### config.mk
export PLATFORM = sky130hd
export DESIGN_NAME = uca_div
export DESIGN_NICKNAME = d
export VERILOG_FILES = /design/src/utility_connection_allocator_top_defines.svh /design/src/uca_pkg.sv /design/src/uca_div.sv
export SDC_FILE = /design/constraint.sdc
export NUM_CORES = 1
export LEC_CHECK = 0
export BUFFER_PORTS_ARGS = -buffer_cell sky130_fd_sc_hd__buf_2
export CORE_MARGIN = 1.5
export CORE_UTILIZATION = 56
export DETAILED_ROUTE_END_ITERATION = 8
export PLACE_DENSITY = 0.8
export SLEW_MARGIN = 20
export SYNTH_ARGS = -nofsm -noshare
export SYNTH_HDL_FRONTEND = slang
export SYNTH_SLANG_ARGS = --single-unit
export TNS_END_PERCENT = 5
### constraint.sdc
create_clock -name aclk -period 5.1 [get_ports aclk]
set_input_delay 1.02 -clock aclk [delete_from_list [all_inputs] [get_ports aclk]]
set_output_delay 1.02 -clock aclk [all_outputs]
set_load 0.01 [all_outputs]
### src/utility_connection_allocator_top_defines.svh
// ----------------------------------------------------------------------------
// Connection allocator assertion macros
// Shorthands for the concurrent checks at the end of the top level.
// ----------------------------------------------------------------------------
`ifndef UTILITY_CONNECTION_ALLOCATOR_TOP_DEFINES_SVH
`define UTILITY_CONNECTION_ALLOCATOR_TOP_DEFINES_SVH

// same-cycle implication, disabled while reset is low
`define UCA_ASSERT_NOW(label, clk, rstn, ante, cons, msg) \
    label: assert property (@(posedge clk) disable iff (!(rstn)) (ante) |-> (cons)) \
        else $error(msg);

// next-cycle implication, disabled while reset is low
`define UCA_ASSERT_NEXT(label, clk, rstn, ante, cons, msg) \
    label: assert property (@(posedge clk) disable iff (!(rstn)) (ante) |=> (cons)) \
        else $error(msg);

`endif

### src/uca_pkg.sv
// ----------------------------------------------------------------------------
// Connection allocator package
// Word types, field widths and fixed-point constants shared by the design.
// ----------------------------------------------------------------------------
package uca_pkg;

    localparam int SIZE_W     = 40;
    localparam int RATE_W     = 32;
    localparam int WAIT_W     = 32;
    localparam int DL_W       = 32;
    localparam int SLOT_W     = 5;
    localparam int LIMIT_W    = 7;
    localparam int OUT_IDX_W  = 3;
    localparam int RESP_W     = 48;
    localparam int UR_W       = 49;
    localparam int NUM_W      = 48;
    localparam int DEN_W      = 37;
    localparam int UTIL_W     = 16;
    localparam int GL_W       = 18;
    localparam int CFG_IDX_W  = 2;
    localparam int CFG_DATA_W = 8;

    localparam logic [CFG_IDX_W-1:0] CFG_FREE_SLOTS = 2'd0;
    localparam logic [CFG_IDX_W-1:0] CFG_SLOT_LIMIT = 2'd1;

    localparam logic [SLOT_W-1:0]  FREE_SLOTS_RST = 5'd16;
    localparam logic [LIMIT_W-1:0] SLOT_LIMIT_RST = 7'd16;

    // Q8.8 utility points
    localparam logic [UTIL_W-1:0] UTIL_FULL = 16'd25600;
    localparam logic [UTIL_W-1:0] UTIL_BASE = 16'd26880;
    localparam logic [UTIL_W-1:0] SLOPE_HI  = 16'd12800;
    localparam logic [UTIL_W-1:0] SLOPE_LO  = 16'd40960;

    localparam logic signed [GL_W-1:0] GAIN_NONE = 18'sh20000;
    localparam logic signed [GL_W-1:0] LOSS_NONE = 18'sh1FFFF;

    localparam logic [RESP_W-1:0] TIME_CAP = 48'h8000_0000_0000;

    typedef struct packed {
        logic [SIZE_W-1:0] job_size;
        logic [RATE_W-1:0] link_rate;
        logic [WAIT_W-1:0] job_wait;
        logic [DL_W-1:0]   deadline;
        logic              last_job;
    } uca_in_t;

    typedef struct packed {
        logic [OUT_IDX_W-1:0] job_index;
        logic [SLOT_W-1:0]    connections;
        logic                 last_result;
    } uca_out_t;

    typedef struct packed {
        logic [SIZE_W-1:0] job_size;
        logic [RATE_W-1:0] link_rate;
        logic [WAIT_W-1:0] job_wait;
        logic [DL_W-1:0]   deadline;
    } uca_job_t;

    typedef struct packed {
        logic busy;
        logic done;
    } uca_div_stat_t;

endpackage

### src/uca_div.sv
// ----------------------------------------------------------------------------
// Radix-2 restoring divider
// One quotient bit per cycle; done pulses when the quotient is ready.
// ----------------------------------------------------------------------------
module uca_div
    import uca_pkg::*;
(
    input  logic                aclk,
    input  logic                aresetn,
    input  logic                start,
    input  logic [NUM_W-1:0]    num,
    input  logic [DEN_W-1:0]    den,
    output uca_div_stat_t       stat,
    output logic [NUM_W-1:0]    quo
);

    localparam int CNT_W = $clog2(NUM_W + 1);

    logic             busy_reg;
    logic             done_reg;
    logic [CNT_W-1:0] cnt_reg;
    logic [DEN_W-1:0] rem_reg;
    logic [NUM_W-1:0] quo_reg;
    logic [DEN_W-1:0] den_reg;

    logic [DEN_W:0]   rem_sh;
    logic [DEN_W:0]   diff;
    logic             fits;

    assign rem_sh = {rem_reg, quo_reg[NUM_W-1]};
    assign fits   = rem_sh >= {1'b0, den_reg};
    assign diff   = rem_sh - {1'b0, den_reg};

    always_ff @(posedge aclk) begin
        if (!aresetn) begin
            busy_reg <= 1'b0;
            done_reg <= 1'b0;
            cnt_reg  <= '0;
        end else begin
            done_reg <= 1'b0;
            if (start) begin
                busy_reg <= 1'b1;
                cnt_reg  <= CNT_W'(NUM_W);
                rem_reg  <= '0;
                quo_reg  <= num;
                den_reg  <= den;
            end else if (busy_reg) begin
                rem_reg <= fits ? diff[DEN_W-1:0] : rem_sh[DEN_W-1:0];
                quo_reg <= {quo_reg[NUM_W-2:0], fits};
                cnt_reg <= cnt_reg - CNT_W'(1);
                if (cnt_reg == CNT_W'(1)) begin
                    busy_reg <= 1'b0;
                    done_reg <= 1'b1;
                end
            end
        end
    end

    assign stat.busy = busy_reg;
    assign stat.done = done_reg;
    assign quo       = quo_reg;

endmodule

* Yosys cells after proc, flatten, opt, wreduce, memory -nomap -nowiden
Index checks and enable logic that the tools add are counted.
Operators by class: $add $sub $neg 2, magnitude comparators 1, equality and inequality tests 1, mux-type cells 10, bitwise logic cells 2, reduce and logical (&&, ||, !) cells 5
Operators by type and width (number):
- 48-bit two-way mux | 2
- 37-bit two-way mux | 2
- 38-bit by 37-bit greater-or-equal comparator with 1-bit output | 1
- 37-bit subtractor | 1
- 6-bit two-way mux | 2
- 6-bit by 1-bit == test with 1-bit output (second input constant) | 1
- 6-bit by 1-bit subtractor with 6-bit output (second input constant) | 1
- 1-bit two-way mux | 4
- 2-bit AND reduction | 2
- 3-bit OR reduction | 1
- 1-bit inverter | 2
- 2-bit nonzero test | 1
- 2-bit OR reduction | 1
Word-level totals: bits in registers 130, bits of input ports 88, output and inout bits 50, logic and storage cells 28

* Longest topological paths before layout
Gate-level depths: netlist (run 1).
depth in word-level cells 4, gate-level depth with buffers 16, depth with buffers taken out 13

* Least setup slack after synthesis (run 1)
No wires, ideal clock.
path type input -> register, start point input port start, end point register quo_reg[0], in the netlist quo[0], enable pin, setup time 0.451 ns, data arrival time 3.500 ns, data required time 4.649 ns, slack 1.149 ns, stages on the path 3, path buffers 2, cells stage by stage clkbuf_1 clkbuf_1 o21a_1
Between the ends: cells in the longest elaborated chain, start to end 2
RTL lines:
- start, declared | RTL line uca_div.sv:10 | input logic start,
- 2-bit nonzero test (no source line)
- 2-bit AND reduction (no source line)
- end signal, assigned | RTL line uca_div.sv:45 | quo_reg <= num;
- end signal, assigned | RTL line uca_div.sv:49 | quo_reg <= {quo_reg[NUM_W-2:0], fits};
- end, declared | RTL line uca_div.sv:23 | logic [NUM_W-1:0] quo_reg;
No other way between the ends. A chain may end at the register's enable or synchronous reset.

* Final worst setup path (run 1)
start point register quo_reg[47], in the netlist quo[47], end point register rem_reg[29] (data pin)
Between the ends: cells in the longest elaborated chain, start to end 3, elaborated cells between the ends (all ways) 4, those cells by class add/sub: 1; order compare: 1; mux: 2
RTL lines:
- 37-bit subtractor / 38-bit by 37-bit greater-or-equal comparator with 1-bit output (equally long branches) | RTL line uca_div.sv:32, uca_div.sv:31
- 37-bit two-way mux (*) | RTL line uca_div.sv:48 | rem_reg <= fits ? diff[DEN_W-1:0] : rem_sh[DEN_W-1:0];
- 37-bit two-way mux (*) | RTL line uca_div.sv:47 | end else if (busy_reg) begin
- end signal, assigned | RTL line uca_div.sv:48
- end, declared | RTL line uca_div.sv:22 | logic [DEN_W-1:0] rem_reg;
Mark *: on every way between the ends. The rest lies on a longest branch, timed or not. The select of a mux whose other input is x is not followed.

==> results of run 1 <==
path summary, 6_finish.rpt:
check / start / to / slack [ns] / cells past startpoint
worst min register to register: cnt_reg[1]$_SDFFE_PP0P_ / cnt_reg[1]$_SDFFE_PP0P_ / 0.51 / 2
worst max register to register: quo[47]$_DFFE_PP_ / rem_reg[29]$_SDFFCE_PP0P_ / 1.30 / 14
worst min-delay path: cnt_reg[1]$_SDFFE_PP0P_ / cnt_reg[1]$_SDFFE_PP0P_ / 0.51 / 2
worst max-delay path: quo[47]$_DFFE_PP_ / rem_reg[29]$_SDFFCE_PP0P_ / 1.30 / 14
worst reg2reg max path: cells and delay by family (launching register included):
family | cells | cell delay (ns)
simple gates | 4 | 1.18
fa+ha+maj | 2 | 0.57
flops | 1 | 0.39
compound gates | 5 | 0.92
buf+inv | 3 | 0.46
cells in the mapped netlist, drive strengths merged (18+ instances only):
master  number  share of area (%)
clkbuf      19               0.99
inv         46                2.4
o21ai       18                1.2
ha          39                6.7
mux2        49                7.5
a211oi      19                1.9
a21oi       48                3.3
nor2        41                2.2
edfxtp     122                 50
nand2       73                3.7
metrics by stage:
step	power [mW]	hold WS (ns)	instance area (sq um)	cells	util [%]
2_1_floorplan	1.950	0.4685	7330	655	-
3_3_place_gp	2.117	0.4815	8140	939	64.24
3_5_place_dp	2.153	0.5034	8168	940	64.46
4_1_cts	3.311	0.5102	8727	972	68.88
5_1_grt	3.462	0.5656	8727	972	68.88
6_report	3.298	0.5149	8727	972	68.88
cell type report:
cell class | count | area share (%)
multi-input combinational | 450 | 36.79
timing repair buffer | 142 | 8.545
sequential | 130 | 43.81
clock inverter | 14 | 1.491
tap | 172 | 2.466
clock buffer | 18 | 4.918
inverter | 46 | 1.978
report_power, final:
| group | internal, mW | total, mW | switching, mW | leakage (nW) |
|---|---|---|---|---|
| combinational | 0.333 | 0.807 | 0.473 | 2.13 |
| sequential | 1.29 | 1.34 | 0.0478 | 1.23 |
| clock | 0.675 | 1.15 | 0.479 | 0.268 |
| total | 2.30 | 3.30 | 1.00 | 3.63 |
cell families after synthesis:
| group | after synthesis | synth area share, % |
|---|---|---|
| xor gates and xnor gates | 31 | 3.704 |
| and+or+nand+nor | 187 | 12.34 |
| AOI/OAI and AO/OA | 142 | 13.03 |
| adders and majority gates | 40 | 6.931 |
| buffers and inverters | 75 | 4.165 |
| DFF | 130 | 52.17 |
| muxes | 50 | 7.665 |
metal layers:
metal,vias to the layer above,track usage [%]
li1,2675,-
met1,2611,28.83
met2,233,41.32
met3,19,8.123
met4,2,7.407
met5,-,0
==> flow_metrics.env, run 1 <==
export IMPL_io_buffers=137
export IMPL_irDropWorstVdd_v=0.0002655
export IMPL_start_util_pct=57.85
export IMPL_dr_wl_met3_mm=1.316
export IMPL_yosysUniqueCellTypes=66
export IMPL_drc=0
export IMPL_place_hpwl_mm=11.62
export IMPL_synth_edf_count=122
export IMPL_clockBufferDepth=2
export IMPL_startpoint_type="flip-flop"
export IMPL_drt_pass1_iter_count=5
export IMPL_fillers=930
export IMPL_cts_tree="built"
export IMPL_arrival_ns=3.94
export IMPL_worstSetupPathType="reg2reg"
export IMPL_timing_final_crit_share_pct=74.55
export IMPL_multiInputGateArea_sq_um=3211
export IMPL_routed_wl_mm=16.31
export IMPL_layout_commonest_cell="buf_2"
export IMPL_p_leak_nw=3.634
export IMPL_num_io_pins=138
export IMPL_ys_seq_elements=130
export IMPL_syn_avg_cell_area_sq_um=11.19
export IMPL_postCtsSetupRepairBufs=0
export IMPL_yosysWarnings=0
export IMPL_path_common_cell="inv_1"
export IMPL_vias=5540
export IMPL_endpoint_kind="flip-flop"
export IMPL_gp_congestion=0.9026
export IMPL_place_ws_ns=1.315
export IMPL_fp_dieH_microns=117.4
export IMPL_n_antenna_cell=0
export IMPL_gr_total_overflow=0
export IMPL_grt_pass1_wl_mm=26.46
export IMPL_fin_nets=915
export IMPL_avgViaCountPerCell=5.700
export IMPL_path_cells="inv_1 > ha_1 > inv_1 > fa_1 > a211oi_1 > nor2_1 > o311ai_4 > a21boi_2 > o21ai_1 > nor3b_2 > or2_1 > buf_4 > or3b_1 > a21oi_1"
export IMPL_power_density_nw_per_um2=377.9
export IMPL_clk_latency_ns=0.42
export IMPL_setup_slack_ns=1.298
export IMPL_dr_wl_met2_mm=7.990
export IMPL_seq_area_sq_um=3824
export IMPL_slew_viol_final=0
export IMPL_area_growth_pct=19.07
export IMPL_synth_area_sq_um=7330
export IMPL_cpLargestDelayFamily="simple AND/OR/NAND/NOR gates"
export IMPL_synth_cells=655
export IMPL_ctsHoldBuffers=0
export IMPL_cp_max_fo=23
export IMPL_fin_crit_ns=3.802
export IMPL_worstMarginPinSlew_ns=1.025
export IMPL_antenna_found_initial=1
export IMPL_largest_reg_flops=48
export IMPL_maxCapViolCount=0
export IMPL_rsz0062_at_grt="no"
export IMPL_mostFrequentLayoutCells="buf_2 (136), edfxtp_1 (122), nand2_1 (73), mux2_2 (49), a21oi_1 (48)"
export IMPL_cts_root_buffer="clkbuf_16"
export IMPL_fmax_mhz=263.0
export IMPL_die_w_microns=117.4
export IMPL_detail_route_iter0_violations=363
export IMPL_path_buf_inv=3
export IMPL_num_rows=41
export IMPL_core_area_sq_um=12670
export IMPL_grtUsageTotal_pct=24.15
export IMPL_slowest_stage="or2_1"
export IMPL_slowest_delay_ns=0.67
export IMPL_finClkSkew_ns=0.01223
export IMPL_outcome="finished, final reports clean"
export IMPL_hp_class="reg2reg"
export IMPL_setup_tns_final_ns=0
export IMPL_required_ns=5.23
export IMPL_syn_nets=783
export IMPL_ys_flop_type="edfxtp_1"
export IMPL_grt_max_degree=77
export IMPL_h_tree_depth=4
export IMPL_ant_nets=0
export IMPL_numCtsBuffers=17
export IMPL_wl_met1_mm=6.795
export IMPL_cts_resized=0
export IMPL_grt_pass1_vias=5555
export IMPL_clkTransAtPathRegs_ns=0.06
export IMPL_dr_max_layer_used="met5"
export IMPL_drive_gt1_share_pct=29.25
export IMPL_relSlewSlack_pct=31.58
export IMPL_clock_sinks=130
export IMPL_yosysSeqAreaShare_pct=52.17
export IMPL_finalSetupViolations=0
export IMPL_die_area_sq_um=13780
export IMPL_wl_per_cell_microns=16.78
export IMPL_async_flop_share_pct=0
export IMPL_finalHoldViolCount=0
Note: power is estimated with default switching activity, not from simulation.
==> inputs of run 2 (changes only) <==
- clock period: 5.1 -> 3.9 ns (I/O delays scaled with it)
==> flow_metrics.env, run 2 (synthesis gave the netlist of run 1 again) <==
export IMPL_outcome="finished, final reports clean"
export IMPL_p_leak_nw=3.640
export IMPL_ant_nets=0
export IMPL_setup_slack_ns=0.5326
export IMPL_fin_nets=918
export IMPL_grtUsageTotal_pct=25.40
export IMPL_arrival_ns=3.55
export IMPL_cts_resized=0
export IMPL_maxCapViolCount=0
export IMPL_slowest_delay_ns=0.43
export IMPL_place_ws_ns=0.5673
export IMPL_area_growth_pct=19.24
export IMPL_cts_root_buffer="clkbuf_16"
export IMPL_gp_congestion=0.9141
export IMPL_drive_gt1_share_pct=29.76
export IMPL_avgViaCountPerCell=5.677
export IMPL_worstMarginPinSlew_ns=0.7475
export IMPL_clk_latency_ns=0.42
export IMPL_postCtsSetupRepairBufs=0
export IMPL_ff2ff_path_depth=14
export IMPL_drc=0
export IMPL_grt_max_degree=65
export IMPL_cpLargestDelayFamily="compound AO/OA/AOI/OAI gates"
export IMPL_path_cells="inv_1 > ha_1 > inv_1 > fa_1 > a211oi_1 > nor2_1 > o311ai_4 > a21boi_2 > o21ai_1 > nor3b_2 > or2_1 > buf_4 > nor3_1 > o21ba_2"
export IMPL_numCtsBuffers=17
export IMPL_gr_total_overflow=0
export IMPL_endpoint_kind="flip-flop"
export IMPL_cp_max_fo=20
export IMPL_slowest_stage="fa_1"
export IMPL_fp_dieH_microns=117.4
export IMPL_hold_end="den_reg[1]$_DFFE_PP_"
export IMPL_cts_tree="built"
export IMPL_finClkSkew_ns=0.008597
export IMPL_grt_pass1_vias=5819
export IMPL_fin_util_pct=68.97
export IMPL_r2r_end="rem_reg[35]$_SDFFCE_PP0P_"
export IMPL_irDropWorstVdd_v=0.0005507
export IMPL_layout_commonest_cell="buf_2"
export IMPL_power_density_nw_per_um2=497.0
export IMPL_finalSetupViolations=0
export IMPL_required_ns=4.08
export IMPL_clkTransAtPathRegs_ns=0.06
export IMPL_num_io_pins=138
export IMPL_clockBufferDepth=2
export IMPL_grt_pass1_wl_mm=27.99
export IMPL_mostFrequentLayoutCells="buf_2 (136), edfxtp_1 (122), nand2_1 (73), mux2_2 (49), a21oi_1 (48)"
export IMPL_wl_per_cell_microns=16.96
export IMPL_startpoint_type="flip-flop"
export IMPL_path_buf_inv=3
export IMPL_die_area_sq_um=13780
export IMPL_n_antenna_cell=0
export IMPL_timing_final_crit_share_pct=86.34
export IMPL_setup_tns_final_ns=0
export IMPL_start_util_pct=57.85
export IMPL_core_area_sq_um=12670
export IMPL_fin_crit_ns=3.367
export IMPL_hp_class="in2reg"
export IMPL_worstSetupPathType="reg2reg"
export IMPL_rsz0062_at_grt="no"
export IMPL_place_hpwl_mm=11.94
export IMPL_hp_start="den[1]"
export IMPL_ctsHoldBuffers=0
export IMPL_min_path_cells=1
export IMPL_relSlewSlack_pct=50.17
export IMPL_rr_startpoint="quo[47]$_DFFE_PP_"
export IMPL_antenna_found_initial=0
export IMPL_drt_pass1_iter_count=5
export IMPL_vias=5535
export IMPL_finalHoldViolCount=0
export IMPL_h_tree_depth=4
export IMPL_num_rows=41
export IMPL_largest_reg_flops=48
export IMPL_worst_r2r_setup_slack_ns=0.53
export IMPL_routed_wl_mm=16.54
export IMPL_fillers=931
export IMPL_slew_viol_final=0
export IMPL_io_buffers=137
export IMPL_path_common_cell="inv_1"
export IMPL_die_w_microns=117.4
export IMPL_fmax_mhz=297.0
export IMPL_detail_route_iter0_violations=285
export IMPL_clock_sinks=130
run 2: cell types whose count changed in the layout (fill, tap and decap cells not counted):
cell        change
clkinvlp_4      +2
inv_8           -1
inv_6           +1
clkinv_4        -1
buf_16          -1
buf_4           +4
clkinv_1        -2
clkbuf_8        +1
run 2: where the power goes:
group          total, mW  internal (mW)  switching, mW
Clock               1.54          0.902          0.634
Sequential          1.75           1.68         0.0639
Combinational       1.06          0.441          0.618
Total               4.34           3.03           1.32
run 2: metal layers:
metal / routed length, microns / track usage, % / part of all wire (%)
met5: 0 / 0 / 0
met4: 310 / 9.877 / 1.9
met3: 1142 / 8.171 / 6.9
met2: 8281 / 43.49 / 50
met1: 6802 / 29.67 / 41
run 2: area by class of cell:
| class | count | area, sq um | area share, % |
|---|---|---|---|
| Inverter | 46 | 172.7 | 1.976 |
| Clock inverter | 13 | 126.4 | 1.446 |
| Sequential cell | 130 | 3824 | 43.75 |
| Clock buffer | 19 | 442.9 | 5.068 |
| Multi-Input combinational cell | 450 | 3211 | 36.74 |
| Timing Repair Buffer | 145 | 748.2 | 8.561 |
| Tap cell | 172 | 215.2 | 2.462 |
run 2: how the worst max path moves through the flow:
stage                                 start                        end  cells after the start
after floorplan                       start           quo[0]$_DFFE_PP_                      3
after global placement    quo[47]$_DFFE_PP_  rem_reg[35]$_SDFFCE_PP0P_                     14
after detailed placement  quo[47]$_DFFE_PP_  rem_reg[35]$_SDFFCE_PP0P_                     14
after CTS                 quo[47]$_DFFE_PP_  rem_reg[35]$_SDFFCE_PP0P_                     14
after global routing      quo[47]$_DFFE_PP_  rem_reg[35]$_SDFFCE_PP0P_                     14
final                     quo[47]$_DFFE_PP_  rem_reg[35]$_SDFFCE_PP0P_                     14
run 2: through the flow:
stage	std cells	area [sq um]	hold WS [ns]	power [mW]
after global placement	943	8170	0.4820	2.782
after detailed placement	943	8170	0.5359	2.818
final	975	8740	0.5295	4.344
after floorplan	655	7330	0.4685	2.550
after CTS	975	8740	0.5189	4.356
after global routing	975	8740	0.5124	4.567
==> inputs of run 3 (changes only) <==
- GPL_TIMING_DRIVEN: not set -> 0
==> flow_metrics.env, run 3 (synthesis gave the netlist of run 1 again) <==
export IMPL_grt_max_degree=58
export IMPL_power_density_nw_per_um2=502.8
export IMPL_cts_resized=0
export IMPL_cts_root_buffer="clkbuf_16"
export IMPL_setup_slack_ns=0.3560
export IMPL_fin_crit_ns=3.544
export IMPL_slew_viol_final=0
export IMPL_num_rows=41
export IMPL_routed_wl_mm=17.14
export IMPL_gp_congestion=0.9095
export IMPL_avgViaCountPerCell=5.649
export IMPL_relSlewSlack_pct=46.21
export IMPL_path_cells="inv_1 > ha_1 > inv_1 > fa_1 > a211oi_1 > nor2_1 > o311ai_4 > a21boi_2 > o21ai_1 > nor3b_2 > nor2_1 > clkbuf_1 > a211oi_1"
export IMPL_largest_reg_flops=48
export IMPL_fillers=924
export IMPL_finalSetupViolations=0
export IMPL_wl_per_cell_microns=17.21
export IMPL_stdcell_count=996
export IMPL_dp_cells=964
export IMPL_ant_nets=0
export IMPL_timing_final_crit_share_pct=90.87
export IMPL_n_antenna_cell=0
export IMPL_die_area_sq_um=13780
export IMPL_cts_tree="built"
export IMPL_fp_dieH_microns=117.4
export IMPL_dpl_instance_area_sq_um=8260
export IMPL_maxCapViolCount=0
export IMPL_h_tree_depth=4
export IMPL_arrival_ns=3.68
export IMPL_antenna_found_initial=1
export IMPL_place_hpwl_mm=12.00
export IMPL_endpoint_kind="flip-flop"
export IMPL_finalHoldViolCount=0
export IMPL_grt_pass1_wl_mm=28.12
export IMPL_drive_gt1_share_pct=29.49
export IMPL_die_w_microns=117.4
export IMPL_worstSetupPathType="reg2reg"
export IMPL_drc=0
export IMPL_clk_latency_ns=0.43
export IMPL_slowest_delay_ns=0.57
export IMPL_slowest_stage="nor2_1"
export IMPL_rsz0062_at_grt="no"
export IMPL_fmax_mhz=282.2
export IMPL_area_growth_pct=20.83
export IMPL_hp_class="in2reg"
export IMPL_num_io_pins=138
export IMPL_place_ws_ns=0.3244
export IMPL_clock_sinks=130
export IMPL_post_route_cell_area_sq_um=8856
export IMPL_mostFrequentLayoutCells="buf_2 (141), edfxtp_1 (122), nand2_1 (73), mux2_2 (49), a21oi_1 (48)"
export IMPL_start_util_pct=57.85
export IMPL_fin_hold_ws_ns=0.5205
export IMPL_startpoint_type="flip-flop"
export IMPL_detail_route_iter0_violations=364
export IMPL_finClkSkew_ns=0.008460
export IMPL_fin_nets=939
export IMPL_core_area_sq_um=12670
export IMPL_clockBufferDepth=2
export IMPL_postCtsSetupRepairBufs=0
export IMPL_vias=5626
export IMPL_grtUsageTotal_pct=25.97
export IMPL_io_buffers=136
export IMPL_fin_util_pct=69.89
export IMPL_irDropWorstVdd_v=0.0004148
export IMPL_cp_max_fo=10
export IMPL_clkTransAtPathRegs_ns=0.06
export IMPL_ctsHoldBuffers=0
export IMPL_grt_pass1_vias=5768
export IMPL_required_ns=4.04
export IMPL_numCtsBuffers=17
export IMPL_outcome="finished, final reports clean"
export IMPL_drt_pass1_iter_count=4
export IMPL_gr_total_overflow=0
export IMPL_p_leak_nw=3.698
export IMPL_layout_commonest_cell="buf_2"
export IMPL_worstMarginPinSlew_ns=0.8057
==> run 3: layout make-up <==
type / instances / area (sq um) / area share, %
buffer: 29 / 135.1 / 1.526
tap: 172 / 215.2 / 2.430
sequential: 130 / 3824 / 43.18
multi-input combinational: 450 / 3208 / 36.22
clock inverter: 14 / 153.9 / 1.738
timing repair buffer: 137 / 708.2 / 7.997
inverter: 46 / 172.7 / 1.950
clock buffer: 18 / 439.2 / 4.959
==> run 3: per-stage QoR <==
stage          setup TNS (ns)  total power, mW
3_5_place_dp                0            2.851
2_1_floorplan               0            2.550
5_1_grt                     0            4.665
4_1_cts                     0            4.459
3_3_place_gp           -80.33            2.814
6_report                    0            4.453
==> run 3: layer usage <==
layer / routed length [microns] / track usage (%) / part of all wire (%) / vias up
met5: 12 / 0 / 0.070 / -
met4: 424 / 10.49 / 2.5 / 2
met3: 1228 / 8.463 / 7.2 / 40
met2: 8494 / 43.49 / 50 / 204
met1: 6978 / 30.97 / 41 / 2652
li1: - / - / - / 2728
==> run 3: worst max-delay path: cells and delay by family, from the launching register on <==
family,cells,cell delay [ns]
simple gates,3,1.05
compound gates,5,0.73
buf+inv,3,0.67
fa+ha+maj,2,0.43
flops,1,0.36
==> run 3: final timing paths <==
kind                                              start                        end  slack, ns  cells after the start
worst max-delay path                  quo[47]$_DFFE_PP_  rem_reg[30]$_SDFFCE_PP0P_       0.36                     13
worst min register to register  cnt_reg[1]$_SDFFE_PP0P_    cnt_reg[1]$_SDFFE_PP0P_       0.54                      2
worst min-delay path                            den[26]      den_reg[26]$_DFFE_PP_       0.52                      1
worst max register to register        quo[47]$_DFFE_PP_  rem_reg[30]$_SDFFCE_PP0P_       0.36                     13
==> run 3: report_power, final <==
group          internal [mW]  switching (mW)  leakage [nW]
Clock                  0.965           0.640         0.289
Sequential              1.68          0.0606          1.23
Combinational          0.449           0.653          2.18
Total                   3.10            1.35          3.70
